===== config.mk =====
export PLATFORM = sky130hd
export DESIGN_NAME = tftp_transfer_engine_top
export DESIGN_NICKNAME = d
export VERILOG_FILES = /design/src/rtl/tte_pkg.sv /design/src/rtl/tftp_transfer_engine_top.sv /design/src/rtl/tte_cfg_regs.sv /design/src/rtl/tte_core.sv /design/src/rtl/tte_out_stage.sv
export VERILOG_INCLUDE_DIRS = /design/src /design/src/rtl
export SDC_FILE = /design/constraint.sdc
export NUM_CORES = 1
export LEC_CHECK = 0
export CELL_PAD_IN_SITES_DETAIL_PLACEMENT = 1
export CELL_PAD_IN_SITES_GLOBAL_PLACEMENT = 2
export CORE_MARGIN = 5
export CORE_UTILIZATION = 36
export CTS_CLUSTER_DIAMETER = 80
export DETAILED_ROUTE_END_ITERATION = 8
export DONT_BUFFER_PORTS = 1
export MAX_ROUTING_LAYER = met4
export PLACE_DENSITY_LB_ADDON = 0.1
export SKIP_LAST_GASP = 1
export SLEW_MARGIN = 20
export SYNTH_ARGS = -nofsm -noshare
export SYNTH_HDL_FRONTEND = slang
export SYNTH_HIERARCHICAL = 1
export SYNTH_SLANG_ARGS = --single-unit
export TNS_END_PERCENT = 30

===== constraint.sdc =====
create_clock -name aclk -period 7.9 [get_ports aclk]
set_input_delay 1.58 -clock aclk [delete_from_list [all_inputs] [get_ports aclk]]
set_output_delay 1.58 -clock aclk [all_outputs]
set_load 0.05 [all_outputs]

===== src/rtl/tftp_transfer_engine_top_assert.svh =====
// Assertion helpers for the RTL, used by tte_core; clock aclk, reset aresetn.
`ifndef TFTP_TRANSFER_ENGINE_TOP_ASSERT_SVH
`define TFTP_TRANSFER_ENGINE_TOP_ASSERT_SVH

// Consequence holds in the same cycle as the antecedent.
`define TTE_ASSERT_SAME(label, ante, cons, msg) \
    label: assert property (@(posedge aclk) disable iff (!aresetn) \
        (ante) |-> (cons)) else $error(msg);

// Consequence holds in the cycle after the antecedent.
`define TTE_ASSERT_NEXT(label, ante, cons, msg) \
    label: assert property (@(posedge aclk) disable iff (!aresetn) \
        (ante) |=> (cons)) else $error(msg);

`endif


===== src/rtl/tte_pkg.sv =====
package tte_pkg;

    localparam int OFFSET_BITS   = 24;
    localparam int SEGMENT_BYTES = 512;
    localparam int TALLY_W       = OFFSET_BITS + 1;
    localparam int COUNT_W       = 10;
    localparam int CFG_INDEX_W   = 2;

    localparam logic [15:0] WELL_KNOWN_PORT = 16'd69;

    localparam logic [1:0] FUNC_START   = 2'd0;
    localparam logic [1:0] FUNC_PACKET  = 2'd1;
    localparam logic [1:0] FUNC_TIMEOUT = 2'd2;

    localparam logic [15:0] OP_DATA  = 16'd3;
    localparam logic [15:0] OP_ACK   = 16'd4;
    localparam logic [15:0] OP_ERROR = 16'd5;

    localparam logic [2:0] ST_PROGRESS  = 3'd0;
    localparam logic [2:0] ST_DONE      = 3'd1;
    localparam logic [2:0] ST_TRUNCATED = 3'd2;
    localparam logic [2:0] ST_PEER_ERR  = 3'd3;
    localparam logic [2:0] ST_SYNC_FAIL = 3'd4;
    localparam logic [2:0] ST_BAD_OP    = 3'd5;

    localparam logic [2:0] KIND_NONE = 3'd0;
    localparam logic [2:0] KIND_RRQ  = 3'd1;
    localparam logic [2:0] KIND_WRQ  = 3'd2;
    localparam logic [2:0] KIND_DATA = 3'd3;
    localparam logic [2:0] KIND_ACK  = 3'd4;

    localparam logic [1:0] BOP_NONE  = 2'd0;
    localparam logic [1:0] BOP_STORE = 2'd1;
    localparam logic [1:0] BOP_LOAD  = 2'd2;

    localparam logic [CFG_INDEX_W-1:0] CFG_DIRECTION   = 2'd0;
    localparam logic [CFG_INDEX_W-1:0] CFG_BUFFER_SIZE = 2'd1;
    localparam logic [CFG_INDEX_W-1:0] CFG_SYNC_TRIES  = 2'd2;

    typedef struct packed {
        logic                   direction;
        logic [OFFSET_BITS-1:0] buffer_size;
        logic [7:0]             sync_tries;
    } tte_cfg_t;

    typedef struct packed {
        logic [1:0]         func;
        logic [15:0]        opcode;
        logic [15:0]        block_field;
        logic [COUNT_W-1:0] payload_len;
        logic [15:0]        src_port;
        logic               from_peer;
    } tte_item_t;

    typedef struct packed {
        logic [2:0]             status;
        logic [2:0]             send_kind;
        logic [15:0]            send_block;
        logic [15:0]            dest_port;
        logic [1:0]             buffer_op;
        logic [OFFSET_BITS-1:0] buffer_offset;
        logic [COUNT_W-1:0]     byte_count;
        logic [15:0]            error_code;
        logic [OFFSET_BITS-1:0] file_total;
    } tte_result_t;

endpackage


===== src/rtl/tftp_transfer_engine_top.sv =====
// TFTP client transfer sequencer, octet mode, get or put.
// Input stream (s_*): one event per transfer: start, packet header received,
// or receive timeout. Result stream (m_*): at most one result per event,
// saying what to send, which buffer range to store or load, and the status.
// Stray packets, packets and timeouts while idle, and unknown event codes give no result.
// Config port (cfg_*): index 0 direction, 1 buffer size, 2 sync tries;
// always ready, write only while no event is in flight.
// An accepted event passes the input register, then the result register, before it
// shows on m_*. Events are taken one per cycle while m_tready does not stall, set
// by the single state update between those two registers.
// The result register and the input register decouple the sides: a new event
// is taken while a finished result waits on m_tready. A stall on m_tready
// holds the result and, once the input register is also full, drops s_tready.
// Reset (aresetn low, synchronous) clears both stages, ends any transfer,
// sets the peer port to 69 and the config to get, size 0, five sync tries.
module tftp_transfer_engine_top
    import tte_pkg::*;
(
    input  logic         aclk,
    input  logic         aresetn,
    input  logic         s_tvalid,
    output logic         s_tready,
    input  logic [63:0]  s_tdata,  // opcode, block_field, payload_len, src_port
    input  logic [2:0]   s_tuser,  // func, from_peer
    output logic         m_tvalid,
    input  logic         m_tready,
    // status, send_block, dest_port, buffer_op, buffer_offset, byte_count,
    // error_code, file_total
    output logic [111:0] m_tdata,
    output logic [2:0]   m_tuser,  // send_kind
    input  logic         cfg_valid,
    output logic         cfg_ready,
    input  logic [1:0]   cfg_index,
    input  logic [23:0]  cfg_data
);

    tte_cfg_t    cfg;
    tte_item_t   s_item;
    tte_result_t res;
    tte_result_t m_res;
    logic        res_valid;
    logic        out_free;

    assign s_item.func        = s_tuser[1:0];
    assign s_item.from_peer   = s_tuser[2];
    assign s_item.opcode      = s_tdata[15:0];
    assign s_item.block_field = s_tdata[31:16];
    assign s_item.payload_len = s_tdata[41:32];
    assign s_item.src_port    = s_tdata[57:42];

    assign m_tdata = {1'b0, m_res.file_total, m_res.error_code, m_res.byte_count,
                      m_res.buffer_offset, m_res.buffer_op, m_res.dest_port,
                      m_res.send_block, m_res.status};
    assign m_tuser = m_res.send_kind;

    tte_cfg_regs u_cfg (
        .aclk      (aclk),
        .aresetn   (aresetn),
        .cfg_valid (cfg_valid),
        .cfg_ready (cfg_ready),
        .cfg_index (cfg_index),
        .cfg_data  (cfg_data),
        .cfg       (cfg)
    );

    tte_core u_core (
        .aclk      (aclk),
        .aresetn   (aresetn),
        .cfg       (cfg),
        .s_valid   (s_tvalid),
        .s_ready   (s_tready),
        .s_item    (s_item),
        .out_free  (out_free),
        .res_valid (res_valid),
        .res       (res)
    );

    tte_out_stage u_out (
        .aclk      (aclk),
        .aresetn   (aresetn),
        .res_valid (res_valid),
        .res       (res),
        .out_free  (out_free),
        .m_valid   (m_tvalid),
        .m_ready   (m_tready),
        .m_res     (m_res)
    );

endmodule


===== src/rtl/tte_cfg_regs.sv =====
module tte_cfg_regs
    import tte_pkg::*;
(
    input  logic                   aclk,
    input  logic                   aresetn,
    input  logic                   cfg_valid,
    output logic                   cfg_ready,
    input  logic [CFG_INDEX_W-1:0] cfg_index,
    input  logic [OFFSET_BITS-1:0] cfg_data,
    output tte_cfg_t               cfg
);

    tte_cfg_t cfg_reg;

    assign cfg_ready = 1'b1;
    assign cfg       = cfg_reg;

    always_ff @(posedge aclk) begin
        if (!aresetn) begin
            cfg_reg.direction   <= 1'b0;
            cfg_reg.buffer_size <= '0;
            cfg_reg.sync_tries  <= 8'd5;
        end else if (cfg_valid) begin
            unique case (cfg_index)
                CFG_DIRECTION:   cfg_reg.direction   <= cfg_data[0];
                CFG_BUFFER_SIZE: cfg_reg.buffer_size <= cfg_data;
                CFG_SYNC_TRIES:  cfg_reg.sync_tries  <= cfg_data[7:0];
                default: ;
            endcase
        end
    end

endmodule


===== src/rtl/tte_core.sv =====
`include "tftp_transfer_engine_top_assert.svh"

module tte_core
    import tte_pkg::*;
(
    input  logic        aclk,
    input  logic        aresetn,
    input  tte_cfg_t    cfg,
    input  logic        s_valid,
    output logic        s_ready,
    input  tte_item_t   s_item,
    input  logic        out_free,
    output logic        res_valid,
    output tte_result_t res
);

    localparam logic signed [TALLY_W-1:0] SEG_T = TALLY_W'(SEGMENT_BYTES);

    logic                          in_valid_reg, in_valid_next;
    tte_item_t                     in_item_reg;
    logic [15:0]                   next_block_reg, next_block_next;
    logic [7:0]                    sync_left_reg, sync_left_next;
    logic signed [TALLY_W-1:0]     byte_tally_reg, byte_tally_next;
    logic [OFFSET_BITS-1:0]        received_total_reg, received_total_next;
    logic [15:0]                   peer_port_reg, peer_port_next;
    logic                          active_reg, active_next;

    logic                          has_result;
    logic                          do_resync;
    logic                          advance;
    logic [7:0]                    sync_dec;
    logic [15:0]                   last_block;
    logic signed [TALLY_W-1:0]     bsize_s;
    logic signed [TALLY_W-1:0]     len_s;
    logic signed [TALLY_W:0]       room;
    logic signed [TALLY_W-1:0]     store_cnt;
    logic signed [TALLY_W-1:0]     tally_after;
    logic signed [TALLY_W-1:0]     resync_off;
    logic signed [TALLY_W-1:0]     resync_cnt;
    logic signed [TALLY_W-1:0]     ack_off;
    logic [OFFSET_BITS-1:0]        total_after;
    logic                          stray;
    tte_result_t                   r;

    assign bsize_s     = $signed({1'b0, cfg.buffer_size});
    assign len_s       = $signed({{(TALLY_W-COUNT_W){1'b0}}, in_item_reg.payload_len});
    // one bit wider: a tally left negative by a put can push room past the tally range
    assign room        = $signed({2'b00, cfg.buffer_size})
                       - $signed({byte_tally_reg[TALLY_W-1], byte_tally_reg});
    assign store_cnt   = (bsize_s > byte_tally_reg)
                       ? ((len_s < room) ? len_s : $signed(room[TALLY_W-1:0])) : '0;
    assign tally_after = byte_tally_reg + store_cnt;
    assign total_after = received_total_reg + OFFSET_BITS'(in_item_reg.payload_len);
    assign resync_off  = bsize_s - byte_tally_reg - SEG_T;
    assign resync_cnt  = (byte_tally_reg < 0) ? (byte_tally_reg + SEG_T) : SEG_T;
    assign ack_off     = bsize_s - byte_tally_reg;
    assign sync_dec    = sync_left_reg - 8'd1;
    assign last_block  = next_block_reg - 16'd1;
    assign stray       = !in_item_reg.from_peer
                      || (peer_port_reg != WELL_KNOWN_PORT
                          && in_item_reg.src_port != peer_port_reg);

    always_comb begin
        next_block_next     = next_block_reg;
        sync_left_next      = sync_left_reg;
        byte_tally_next     = byte_tally_reg;
        received_total_next = received_total_reg;
        peer_port_next      = peer_port_reg;
        active_next         = active_reg;
        has_result          = 1'b0;
        do_resync           = 1'b0;
        r                   = '0;

        unique case (in_item_reg.func)
            FUNC_START: begin
                has_result          = 1'b1;
                active_next         = 1'b1;
                sync_left_next      = cfg.sync_tries;
                received_total_next = '0;
                peer_port_next      = WELL_KNOWN_PORT;
                if (!cfg.direction) begin
                    next_block_next = 16'd1;
                    byte_tally_next = '0;
                    r.send_kind     = KIND_RRQ;
                end else begin
                    next_block_next = 16'd0;
                    byte_tally_next = bsize_s;
                    r.send_kind     = KIND_WRQ;
                end
            end
            FUNC_TIMEOUT: begin
                do_resync = active_reg;
            end
            FUNC_PACKET: begin
                if (active_reg && !stray) begin
                    has_result = 1'b1;
                    if (in_item_reg.opcode == OP_ERROR) begin
                        active_next  = 1'b0;
                        r.status     = ST_PEER_ERR;
                        r.error_code = in_item_reg.block_field;
                        if (bsize_s >= len_s) begin
                            byte_tally_next = len_s;
                            r.buffer_op     = BOP_STORE;
                            r.byte_count    = in_item_reg.payload_len;
                        end else begin
                            byte_tally_next = '0;
                        end
                    end else if (in_item_reg.opcode == OP_ACK && cfg.direction) begin
                        if (in_item_reg.block_field != next_block_reg) begin
                            do_resync = 1'b1;
                        end else begin
                            if (next_block_reg == 16'd0) begin
                                peer_port_next = in_item_reg.src_port;
                            end
                            sync_left_next = cfg.sync_tries;
                            if (byte_tally_reg < 0) begin
                                active_next = 1'b0;
                                r.status    = ST_DONE;
                            end else begin
                                byte_tally_next = byte_tally_reg - SEG_T;
                                next_block_next = next_block_reg + 16'd1;
                                r.send_kind     = KIND_DATA;
                                r.send_block    = next_block_reg + 16'd1;
                                r.buffer_op     = BOP_LOAD;
                                r.buffer_offset = ack_off[OFFSET_BITS-1:0];
                                r.byte_count    = (byte_tally_reg < SEG_T)
                                                ? byte_tally_reg[COUNT_W-1:0]
                                                : SEG_T[COUNT_W-1:0];
                            end
                        end
                    end else if (in_item_reg.opcode == OP_DATA && !cfg.direction) begin
                        if (in_item_reg.block_field != next_block_reg) begin
                            do_resync = 1'b1;
                        end else begin
                            if (next_block_reg == 16'd1) begin
                                peer_port_next = in_item_reg.src_port;
                            end
                            sync_left_next      = cfg.sync_tries;
                            received_total_next = total_after;
                            byte_tally_next     = tally_after;
                            next_block_next     = next_block_reg + 16'd1;
                            r.send_kind         = KIND_ACK;
                            r.send_block        = next_block_reg;
                            if (store_cnt > 0) begin
                                r.buffer_op     = BOP_STORE;
                                r.buffer_offset = byte_tally_reg[OFFSET_BITS-1:0];
                                r.byte_count    = store_cnt[COUNT_W-1:0];
                            end
                            if (len_s < SEG_T) begin
                                active_next = 1'b0;
                                r.status = ($signed({tally_after[TALLY_W-1], tally_after})
                                            < $signed({2'b00, total_after}))
                                         ? ST_TRUNCATED : ST_DONE;
                            end
                        end
                    end else begin
                        active_next = 1'b0;
                        r.status    = ST_BAD_OP;
                    end
                end
            end
            default: ;
        endcase

        if (do_resync) begin
            has_result     = 1'b1;
            sync_left_next = sync_dec;
            r              = '0;
            if (sync_dec == 8'd0) begin
                active_next = 1'b0;
                r.status    = ST_SYNC_FAIL;
            end else if (!cfg.direction) begin
                if (last_block == 16'd0) begin
                    r.send_kind = KIND_RRQ;
                end else begin
                    r.send_kind  = KIND_ACK;
                    r.send_block = last_block;
                end
            end else if (next_block_reg == 16'd0) begin
                r.send_kind = KIND_WRQ;
            end else begin
                r.send_kind     = KIND_DATA;
                r.send_block    = next_block_reg;
                r.buffer_op     = BOP_LOAD;
                r.buffer_offset = resync_off[OFFSET_BITS-1:0];
                r.byte_count    = resync_cnt[COUNT_W-1:0];
            end
        end

        r.dest_port  = peer_port_next;
        r.file_total = received_total_next;
    end

    assign advance   = in_valid_reg && (!has_result || out_free);
    assign s_ready   = !in_valid_reg || advance;
    assign res_valid = advance && has_result;
    assign res       = r;

    always_comb begin
        in_valid_next = in_valid_reg;
        if (s_valid && s_ready) begin
            in_valid_next = 1'b1;
        end else if (advance) begin
            in_valid_next = 1'b0;
        end
    end

    always_ff @(posedge aclk) begin
        if (s_valid && s_ready) begin
            in_item_reg <= s_item;
        end
    end

    always_ff @(posedge aclk) begin
        if (!aresetn) begin
            in_valid_reg       <= 1'b0;
            next_block_reg     <= '0;
            sync_left_reg      <= '0;
            byte_tally_reg     <= '0;
            received_total_reg <= '0;
            peer_port_reg      <= WELL_KNOWN_PORT;
            active_reg         <= 1'b0;
        end else begin
            in_valid_reg <= in_valid_next;
            if (advance) begin
                next_block_reg     <= next_block_next;
                sync_left_reg      <= sync_left_next;
                byte_tally_reg     <= byte_tally_next;
                received_total_reg <= received_total_next;
                peer_port_reg      <= peer_port_next;
                active_reg         <= active_next;
            end
        end
    end

    `TTE_ASSERT_NEXT(a_final_status_ends, res_valid && res.status != ST_PROGRESS,
        !active_reg, "final status left transfer active")
    `TTE_ASSERT_SAME(a_load_only_for_data, res_valid && res.buffer_op == BOP_LOAD,
        res.send_kind == KIND_DATA, "buffer load without DATA send")
    `TTE_ASSERT_NEXT(a_held_item_stays, in_valid_reg && !advance,
        in_valid_reg && $stable(in_item_reg), "stalled item lost or changed")
    `TTE_ASSERT_SAME(a_stall_means_full, !s_ready, in_valid_reg,
        "input stalled with empty stage")

endmodule


===== src/rtl/tte_out_stage.sv =====
module tte_out_stage
    import tte_pkg::*;
(
    input  logic        aclk,
    input  logic        aresetn,
    input  logic        res_valid,
    input  tte_result_t res,
    output logic        out_free,
    output logic        m_valid,
    input  logic        m_ready,
    output tte_result_t m_res
);

    logic        out_valid_reg, out_valid_next;
    tte_result_t out_res_reg;

    assign out_free = !out_valid_reg || m_ready;
    assign m_valid  = out_valid_reg;
    assign m_res    = out_res_reg;

    always_comb begin
        out_valid_next = out_valid_reg;
        if (res_valid) begin
            out_valid_next = 1'b1;
        end else if (m_ready) begin
            out_valid_next = 1'b0;
        end
    end

    always_ff @(posedge aclk) begin
        if (res_valid) begin
            out_res_reg <= res;
        end
    end

    always_ff @(posedge aclk) begin
        if (!aresetn) begin
            out_valid_reg <= 1'b0;
        end else begin
            out_valid_reg <= out_valid_next;
        end
    end

endmodule

; ---- Word-level counts from Yosys, hierarchy flattened
; Index checks and enable logic that the tools add are counted.
[totals]
reg_bits = 300
inputBits = 98
output_inout_bits = 118
[op_classes]
n_addsub = 10
magnitude_cmp = 8
n_eq_ne = 22
n_mux = 110
bitwise = 3
reduce_logical = 33
[op_table]
columns = operator, count
row1 = two-way mux 16 bit, 19
row2 = two-way mux 36 bit, 8
row3 = two-way mux 25 bit, 9
row4 = two-way mux 24 bit, 7
row5 = two-way mux 114 bit, 1
row6 = two-way mux 52 bit, 2
row7 = two-way mux 22 bit, 4
row8 = two-way mux 19 bit, 4
row9 = one-hot mux 16 bit (2 select lines), 2
row10 = two-way mux 10 bit, 5
row11 = one-hot mux 25 bit (2 select lines), 1
row12 = two-way mux 8 bit, 6
row13 = one-hot mux 24 bit (2 select lines), 1
row14 = two-way mux 35 bit, 1
row15 = == test 16 x 3 -> 1 bit (second input constant), 2
row16 = logical NOT 16 bit, 2
row17 = inequality test 16 bit, 2
row18 = less-than comparator 11 x 26 -> 1 bit, 1
row19 = subtractor 25 x 25 -> 26 bit, 1
row20 = adder 25 bit, 1
row21 = greater-than comparator 25 x 1 -> 1 bit (second input constant), 1
row22 = greater-than comparator 25 bit, 1
row23 = less-than comparator 25 x 1 -> 1 bit (second input constant), 1
row24 = less-than comparator 25 x 11 -> 1 bit (second input constant), 1
row25 = other kinds (43), 103

; ---- Logic depth before layout (Yosys ltp)
[logic_depth]
ltp_word = 15
ltp_mapped = 47

; ---- Cells and area by module
; The synthesis kept the hierarchy.
[modules_own_cells]
columns = module, instances, cells_each, area_per_inst_um2, seq_area_each_um2
row1 = tte_core, 1, 1912, 14328.7, 3653.5
row2 = tte_out_stage, 1, 118, 3472.1, 3443.3
row3 = tte_cfg_regs, 1, 140, 1320.0, 660.6
row4 = tftp_transfer_engine_top, 1, 2, 11.3, 0.0

; ---- Worst setup path after synthesis
; No wires, ideal clock.
[synth_path]
kind = register to register
from = reg u_core.byte_tally_reg[4]
to = reg u_out.out_res_reg, in the netlist u_out/m_res[111], data pin
setup_ns = 0.256
t_arrival_ns = 7.679
slack_ns = -0.034
stages_incl_launch_ff = 46
n_path_buf = 2
cell_sequence = dfxtp_1 > inv_1 > ha_1 > clkbuf_1 > a21o_1 > a31oi_1 > a21boi_0 > o21ai_0 > nand2b_1 > xor2_1 > inv_1 > ha_1 > o21a_1 > o21a_1 > o22a_1 > and2_1 > o21bai_1 > or4_1 > [... 10 more ...] > o21ba_2 > o211ai_1 > a21oi_1 > xnor2_1 > ha_1 > nor2b_1 > o21ai_0 > nand2b_1 > a21oi_1 > nor2b_1 > o21ai_0 > a21oi_1 > a2111oi_0 > o21bai_1 > a211oi_1 > o21a_1 > nor3_1 > o211a_1
[synth_lines]
columns = item, line_no
row1 = "start, declared", tte_core.sv:23  ; logic signed [TALLY_W-1:0] byte_tally_reg, byte_tally_next;
row2 = "start signal, assigned", tte_core.sv:228  ; byte_tally_reg <= byte_tally_next;
row3 = "end signal, assigned", tte_out_stage.sv:32  ; out_res_reg <= res;
row4 = "end, declared", tte_out_stage.sv:15  ; tte_result_t out_res_reg;

==> run metrics <==
Syn Area/Cell=8.809 um2; most frequent cells in the layout=buf_4, nand2_1, edfxtp_1; Pwr Density=201.4 nW/um2; GP Congestion=0.9054; vias=17610; max_cap viols=0; antenna viol nets, final=0; highest clock rate=126.1 MHz; static leakage=9.501 nW; largest net degree at the start of global routing=152; setup ws final=-0.03074 ns; Clock Path Buffers=3; leading cell type in the layout, fill and taps excluded=buf_4; Final Skew=0.04236 ns; RSZ-0062 raised after global routing=yes; critical path type=reg2reg; worst skew pair latency=0.58 ns; CP arrival=8.26 ns; initial antenna violation count=2; Final Util=44.83%; Yosys warning count=6; DRT Pass-1 Iters=5; final WL=75.61 mm; root buffer cell=clkbuf_16; leading area contributor after synthesis=edfxtp_1; core area=52660 um2; HPWL after DPL=57.34 mm; first-pass GRT wire length=112.1 mm; worst path bufs/invs=6; site row count=84; slowest cell on the critical path=or4_4; status=finished with violations; Hold-fix buffers, CTS=0; Post-synth ARST share=0%; Syn Inst Count=2172; endpoints failing hold=0; ys flop type=edfxtp_1; vias in the first global route=18000; grt ovf=0; Die H=240.5 um; Worst Setup Start Kind=register; Cell variety after synth=92; Ports=216; Setup violations, final=1; Area after DPL=21680 um2; Seq/Total Area, Yosys=40.55%; pre-CTS WS=-0.7682 ns; DR iter-0 viols=935; failing checks=setup timing; synthesized area=19130 um2; VDD IR max=132.8 uV; final period utilization=100.4%; synth top area cells=edfxtp_1, dfxtp_1, ha_1; Setup crit end kind=register; fin nets=2608; post-layout minimum cycle time=7.931 ns; GRT Total Usage=25.88%; Tot Pwr=4.753 mW; CTS tree=built; I/O Buffers=0; Initial Util=36.33%; CTS buffer count=39; crit-path leading delay family=compound AO/OA/AOI/OAI gates; most used cell, CP=a21oi_2; Hold WS=0.4642 ns; Slew Viols, Final=0; depth of the CTS H-tree=2; layout cells sized above 1=20.04%; detailed-route DRC error count=0; Yosys reg bits=300; Largest register FFs=114; via-per-instance ratio=5.645; Slew headroom=28.14%; CTS Sinks=300; biggest cell delay along the critical path=0.50 ns; clock slew at reported path FFs=0.07 ns; die area=57850 um2; final non-filler cell area=23600 um2; area growth from synthesis to layout=23.37%; DR WL/cell=24.24 um; CP max FO=5; Synth top area share=27.47%; Die X=240.5 um; HP Class=reg2reg; Worst-Margin Slew=1.078 ns; Crit path required time=8.23 ns; EDFF count, synth=175
## power breakdown
group	leakage, nW	switching [mW]	internal (mW)
Combinational	6.23	0.661	0.561
Clock	0.612	0.723	1.04
Sequential	2.66	0.0707	1.70
Total	9.50	1.46	3.30
## routing by layer
layer	part of all wire, %	GRT usage (%)	vias up
li1	-	-	8344
met2	50	45.07	406
met1	43	31.80	8744
met3	4.0	3.520	114
met4	3.1	6.706	0
met5	0	-	-
## logic make-up after synthesis
kind of cell / after synthesis / synth area share [%]
XOR/XNOR: 107 / 4.938
adder cells (fa/ha/maj): 110 / 7.311
AO/OA/AOI/OAI: 575 / 19.40
buffers and inverters: 223 / 4.584
flip-flops: 300 / 40.55
other: 3 / 0.05885
AND/OR/NAND/NOR: 801 / 20.35
multiplexers: 53 / 2.812
## worst paths after layout
check / startpoint / slack [ns] / depth (start not counted) / to
worst max register to register: u_core/byte_tally_reg[2]$_SDFFE_PN0P_ / -0.03 / 45 / u_out/m_res[111]$_DFFE_PP_
worst min register to register: u_cfg/cfg[5]$_SDFFE_PN0P_ / 0.46 / 2 / u_cfg/cfg[5]$_SDFFE_PN0P_
worst max-delay path: u_core/byte_tally_reg[2]$_SDFFE_PN0P_ / -0.03 / 45 / u_out/m_res[111]$_DFFE_PP_
worst min-delay path: u_cfg/cfg[5]$_SDFFE_PN0P_ / 0.46 / 2 / u_cfg/cfg[5]$_SDFFE_PN0P_
## cell type report
| cell class | count | area [um2] |
|---|---|---|
| timing repair buffer | 305 | 2317 |
| sequential | 300 | 7764 |
| inverter | 99 | 371.6 |
| clock buffer | 51 | 1051 |
| multi-input combinational | 1655 | 11030 |
| tap | 688 | 860.8 |
| clock inverter | 20 | 205.2 |
| antenna | 1 | 2.502 |
| fill | 6065 | 29050 |
## stage by stage
step,cells,TNS [ns]
final,3119,-0.03074
after global routing,3119,-1.001
after CTS,3106,-0.2653
after detailed placement,3023,-1.530
after global placement,3023,-1.338
after floorplan,2178,0
## worst reg2reg max path, delay by kind of cell (launching register included)
kind | cells | cell delay [ns]
xor gates and xnor gates | 2 | 0.39
AOI/OAI and AO/OA | 17 | 2.71
DFF | 1 | 0.31
adders and majority gates | 4 | 1.15
muxes | 1 | 0.24
buffers and inverters | 6 | 0.91
and+or+nand+nor | 15 | 2.03
## what timing repair did
item / 4_1_cts / 5_1_grt
pin swaps: 29 / 55
endpoints found under the setup margin: 2 / 2
buffers inserted: 12 / 13
resized for setup: 42 / 64
## cells in the mapped netlist, types with 56 or more instances
cell type	number
xor2_1	56
o21ai_0	155
a21oi_1	157
nor3_1	64
ha_1	107
inv_1	99
edfxtp_1	175
nor2_1	145
clkbuf_1	103
nand3_1	85
dfxtp_1	125
nand2_1	277
No activity file was read; power rests on OpenSTA's default activity.
